===== config.mk =====
export PLATFORM = sky130hd
export DESIGN_NAME = hcte_ram
export DESIGN_NICKNAME = d
export VERILOG_FILES = /design/src/rtl/hcte_ram.sv
export SDC_FILE = /design/constraint.sdc
export NUM_CORES = 1
export LEC_CHECK = 0
export BUFFER_PORTS_ARGS = -buffer_cell sky130_fd_sc_hd__buf_2
export CAP_MARGIN = 20
export CORE_UTILIZATION = 30
export CTS_BUF_LIST = sky130_fd_sc_hd__clkbuf_16
export DETAILED_ROUTE_END_ITERATION = 6
export HOLD_SLACK_MARGIN = 0.03
export MAX_ROUTING_LAYER = met4
export PLACE_DENSITY = 0.42
export SYNTH_ARGS = -nofsm -noshare
export SYNTH_HDL_FRONTEND = slang
export SYNTH_SLANG_ARGS = --single-unit

===== constraint.sdc =====
create_clock -name clk -period 3.2 [get_ports clk]
set_input_delay 0.8 -clock clk [delete_from_list [all_inputs] [get_ports clk]]
set_output_delay 0.8 -clock clk [all_outputs]
set_load 0.05 [all_outputs]

===== src/rtl/hcte_ram.sv =====
// Generic single-write, single-read RAM with registered read data.
module hcte_ram #(
  parameter int WIDTH = 8,
  parameter int DEPTH = 16
) (
  input  logic                     clk,
  input  logic                     we,
  input  logic [$clog2(DEPTH)-1:0] waddr,
  input  logic [WIDTH-1:0]         wdata,
  input  logic                     re,
  input  logic [$clog2(DEPTH)-1:0] raddr,
  output logic [WIDTH-1:0]         rdata
);

  logic [WIDTH-1:0] mem [DEPTH];

  always_ff @(posedge clk) begin
    if (we) begin
      mem[waddr] <= wdata;
    end
    if (re) begin
      rdata <= mem[raddr];
    end
  end

endmodule


; ---- After elaboration in Yosys (flattened, before gate mapping)
; Memory sizes are Yosys's and may differ from the RTL's. A register that Yosys moved wholly into a read port is not among the register bits.
; Cells that the tools add are included.
[totals]
inputBits = 19
wordCells = 3
mem_count = 1
output_inout_bits = 8
ff_bits = 0
ram_bits = 128
[mem_list]
columns = memory, depth, word_bits, rd, rd_ports_with_merged_regs, write_ports, line_no
row1 = mem, 16, 8, 1, 1, 1, 15  ; logic [WIDTH-1:0] mem [DEPTH];
[classes]
muxes = 2
[op_table]
columns = cell, n
row1 = $mux 1, 2

; ---- Longest topological paths before layout
[depth]
word_depth = 2
depth_mapped = 5
depth_no_buf = 3

; ---- Worst setup path after synthesis
; Ideal clock, no wire load.
[synth_timing]
path_kind = in2reg
startpoint = in waddr[2]
endpoint = mem mem[0][0], enable pin
required_time_ps = 2817
path_buffers = 0
stages = 2
arrival_ps = 1910
setup_time_ps = 383
path_slack_ps = 907
cell_sequence = or3b_2 -> nor3_1
[synth_lines]
columns = item, line_no
row1 = "start, declared", 8  ; input logic [$clog2(DEPTH)-1:0] waddr,
row2 = "end, declared", 15
; No word-level cell before the write port.

==> impl_results.md <==
* Drt wl/cell at 21.41 microns
* Final period utilization at about two thirds
* Final Hold Viols at 0
* CTS tree: built
* Drt first pass iters at 4
* CTS Buf Count at 17
* Crit end category: register
* Die span in y at 134.0 microns
* Total global routing overflow at 0
* Clock Root Buffer: clkbuf_16
* Avg Inst Size Synth at ~23 sq um
* Post-synthesis sequential area ratio at 78.12%
* DRT Wirelength at 11050 microns
* HPWL after DPL at 6864 microns
* Share of the synthesized area in the top cell type at roughly four fifths
* Top delay family on crit path: multiplexers
* Total track usage at 14.06%
* Worst slew margin at 49.50%
* Horiz. Die Dim at roughly 130 microns
* Status: finished clean
* Post_cts resized at 0
* IR Drop Worst-Case VDD at between 0.0003 and 0.0004 V
* Worst Max-Slew Pin Slew at 754.8 ps
* Share of layout cells above drive strength 1 at 31.19%
* Via count at 2428
* Area grow syn2layout at 20.73%
* Max incr delay on CP at 590 ps
* Worst-path fanout max at 32
* Post-DRT Antenna Nets at 0
* Worst Path Buf+Inv at 2
* Final nets at around 300
* P per Cell Area at 662.5 nW/um^2
* H-tree Lvls at 4
* Post-route core utilization at a little under two fifths
* Setup Skew at 4.972 ps
* Max Root-Sink Buffers at 2
* Post-Syn Instances at 229
* Largest net degree at the start of global routing at 33
* DP Worst Slack at 685.8 ps
* DIE AREA at 17960 sq um
* Slowest CP cell: mux4_1
* Crit path kind: in2reg
* Initial DRC Count at about 260
* Final instance area at 6311 sq um
* Fill cell count at 1564
* DRC viols at 0
* Synth top area cells: edfxtp_1 78%, mux4_2 7.8%, mux4_1 7.0%
* Vias in the first global route at 2509
* Leakage at 2.119 nW
* Row Count at 47
* Crit-path cells: buf_2 -> buf_12 -> mux4_1 -> a22oi_1 -> nand2_1
* Synthesized Nets at between 200 and 250
* Startpoint types: input pin
* Placer Congestion at 0.6765
* Flop and latch count out of synthesis at ~140
* Final Critical Period at just over 2000 ps
* Io pins at 27
* Clock Latency Late Sink at just over 400 ps
* Initial Util at 31.08%
* Final setup vio count at 0
* Core region area at 16820 sq um
* Cell Area, Placed at approximately 5700 sq um
* Hold-fix buffers, CTS at 0
* Achievable Freq at approximately 480 MHz
* Vias/cell at 4.705
* Leading area contributor after synthesis: edfxtp_1
* IO Port Bufs at 26
* Req. time, crit path at 3340 ps
* First-pass GRT wire length at 16550 microns
* Initial antenna violation count at 1
* Postcts setup bufs at 0
* CP arrival at 2220 ps
* RSZ-0062 raised after global routing: no
* CTS clk-pin slew, worst paths at 50 ps
* Most frequent cells in the layout: 136 x edfxtp_1, 26 x buf_2, 18 x mux4_2, 18 x buf_4, 17 x clkbuf_16
* Num Clock Sinks at 136
* Most common cell after layout, fill and taps aside: edfxtp_1
* Setup TNS at 0 ps
* Max Slew Vio Count at 0
* Ys Warns at 0
* Syn Std Cell Area at between 5000 and 6000 sq um
* Hold Path Class: reg2reg
* PnR worst setup slack at 1121 ps
* Post-synthesis cell type count at 18
* Max-cap violations at 0
power breakdown:
part,internal (mW),switching (mW)
clock,1.28,0.674
sequential,2.01,0.00846
combinational,0.0792,0.137
total,3.36,0.819
registers in the layout, indices dropped and copies added, names as in the netlist:
| register | count |
|---|---|
| mem | 128 |
| rdata | 8 |
final timing paths:
| check | slack, ps | cells past startpoint | end | from |
|---|---|---|---|---|
| worst max-delay path | 1120 | 5 | rdata[5] | raddr[0] |
| worst min register to register | 750 | 3 | rdata[4] | mem[6][4] |
| worst max register to register | 1630 | 3 | rdata[5] | mem[1][5] |
| worst min-delay path | 750 | 3 | rdata[4] | mem[6][4] |
kinds of logic (layout without fill, tap and decap cells):
kind of cell           after synthesis  after routing  share of synthesized area (%)
other                                0              1                              0
multiplexers                        32             32                          14.79
AO/OA/AOI/OAI                       16             16                          2.298
flip-flops                         136            136                          78.12
buffers and inverters               10             76                          1.651
AND/OR/NAND/NOR                     35             35                          3.136
stage by stage:
stage	std cells	total power, mW	hold slack (ps)
6_report	516	4.181	753.3
5_1_grt	516	4.317	758.3
4_1_cts	515	4.239	749.2
3_5_place_dp	485	2.278	747.3
3_3_place_gp	485	2.276	730.3
2_1_floorplan	229	2.184	704.8
worst register-to-register path, delay by kind of cell, from the launching register on:
family | cells | cell delay (ps)
compound gates | 1 | 320
flops | 1 | 350
mux | 1 | 510
simple gates | 1 | 130
synth_stat cells, drive strengths merged:
cell           instances
edfxtp               136
mux4                  32
a22oi                 16
nor2                  13
nand2                  9
buf                    7
nor3                   4
clkdlybuf4s25          3
nand2b                 2
nand3b                 2
and2                   1
and2b                  1
nand3                  1
nor2b                  1
or3b                   1
final cells by class:
cell class / instances / area [sq um] / area share (%)
clock buffer: 17 / 425.4 / 6.741
timing repair buffer: 46 / 305.3 / 4.837
antenna: 1 / 2.502 / 0.03965
sequential: 136 / 4084 / 64.71
tap: 220 / 275.3 / 4.362
multi-input combinational: 83 / 1057 / 16.75
clock inverter: 13 / 161.4 / 2.557
metal layers:
layer	wire [microns]	global-route usage, %	up-vias
li1	-	-	1088
met1	5142	18.28	1268
met2	5274	20.09	53
met3	404	4.913	19
met4	227	5.556	0
met5	0	-	-
Power figures use the tool's default switching activity.
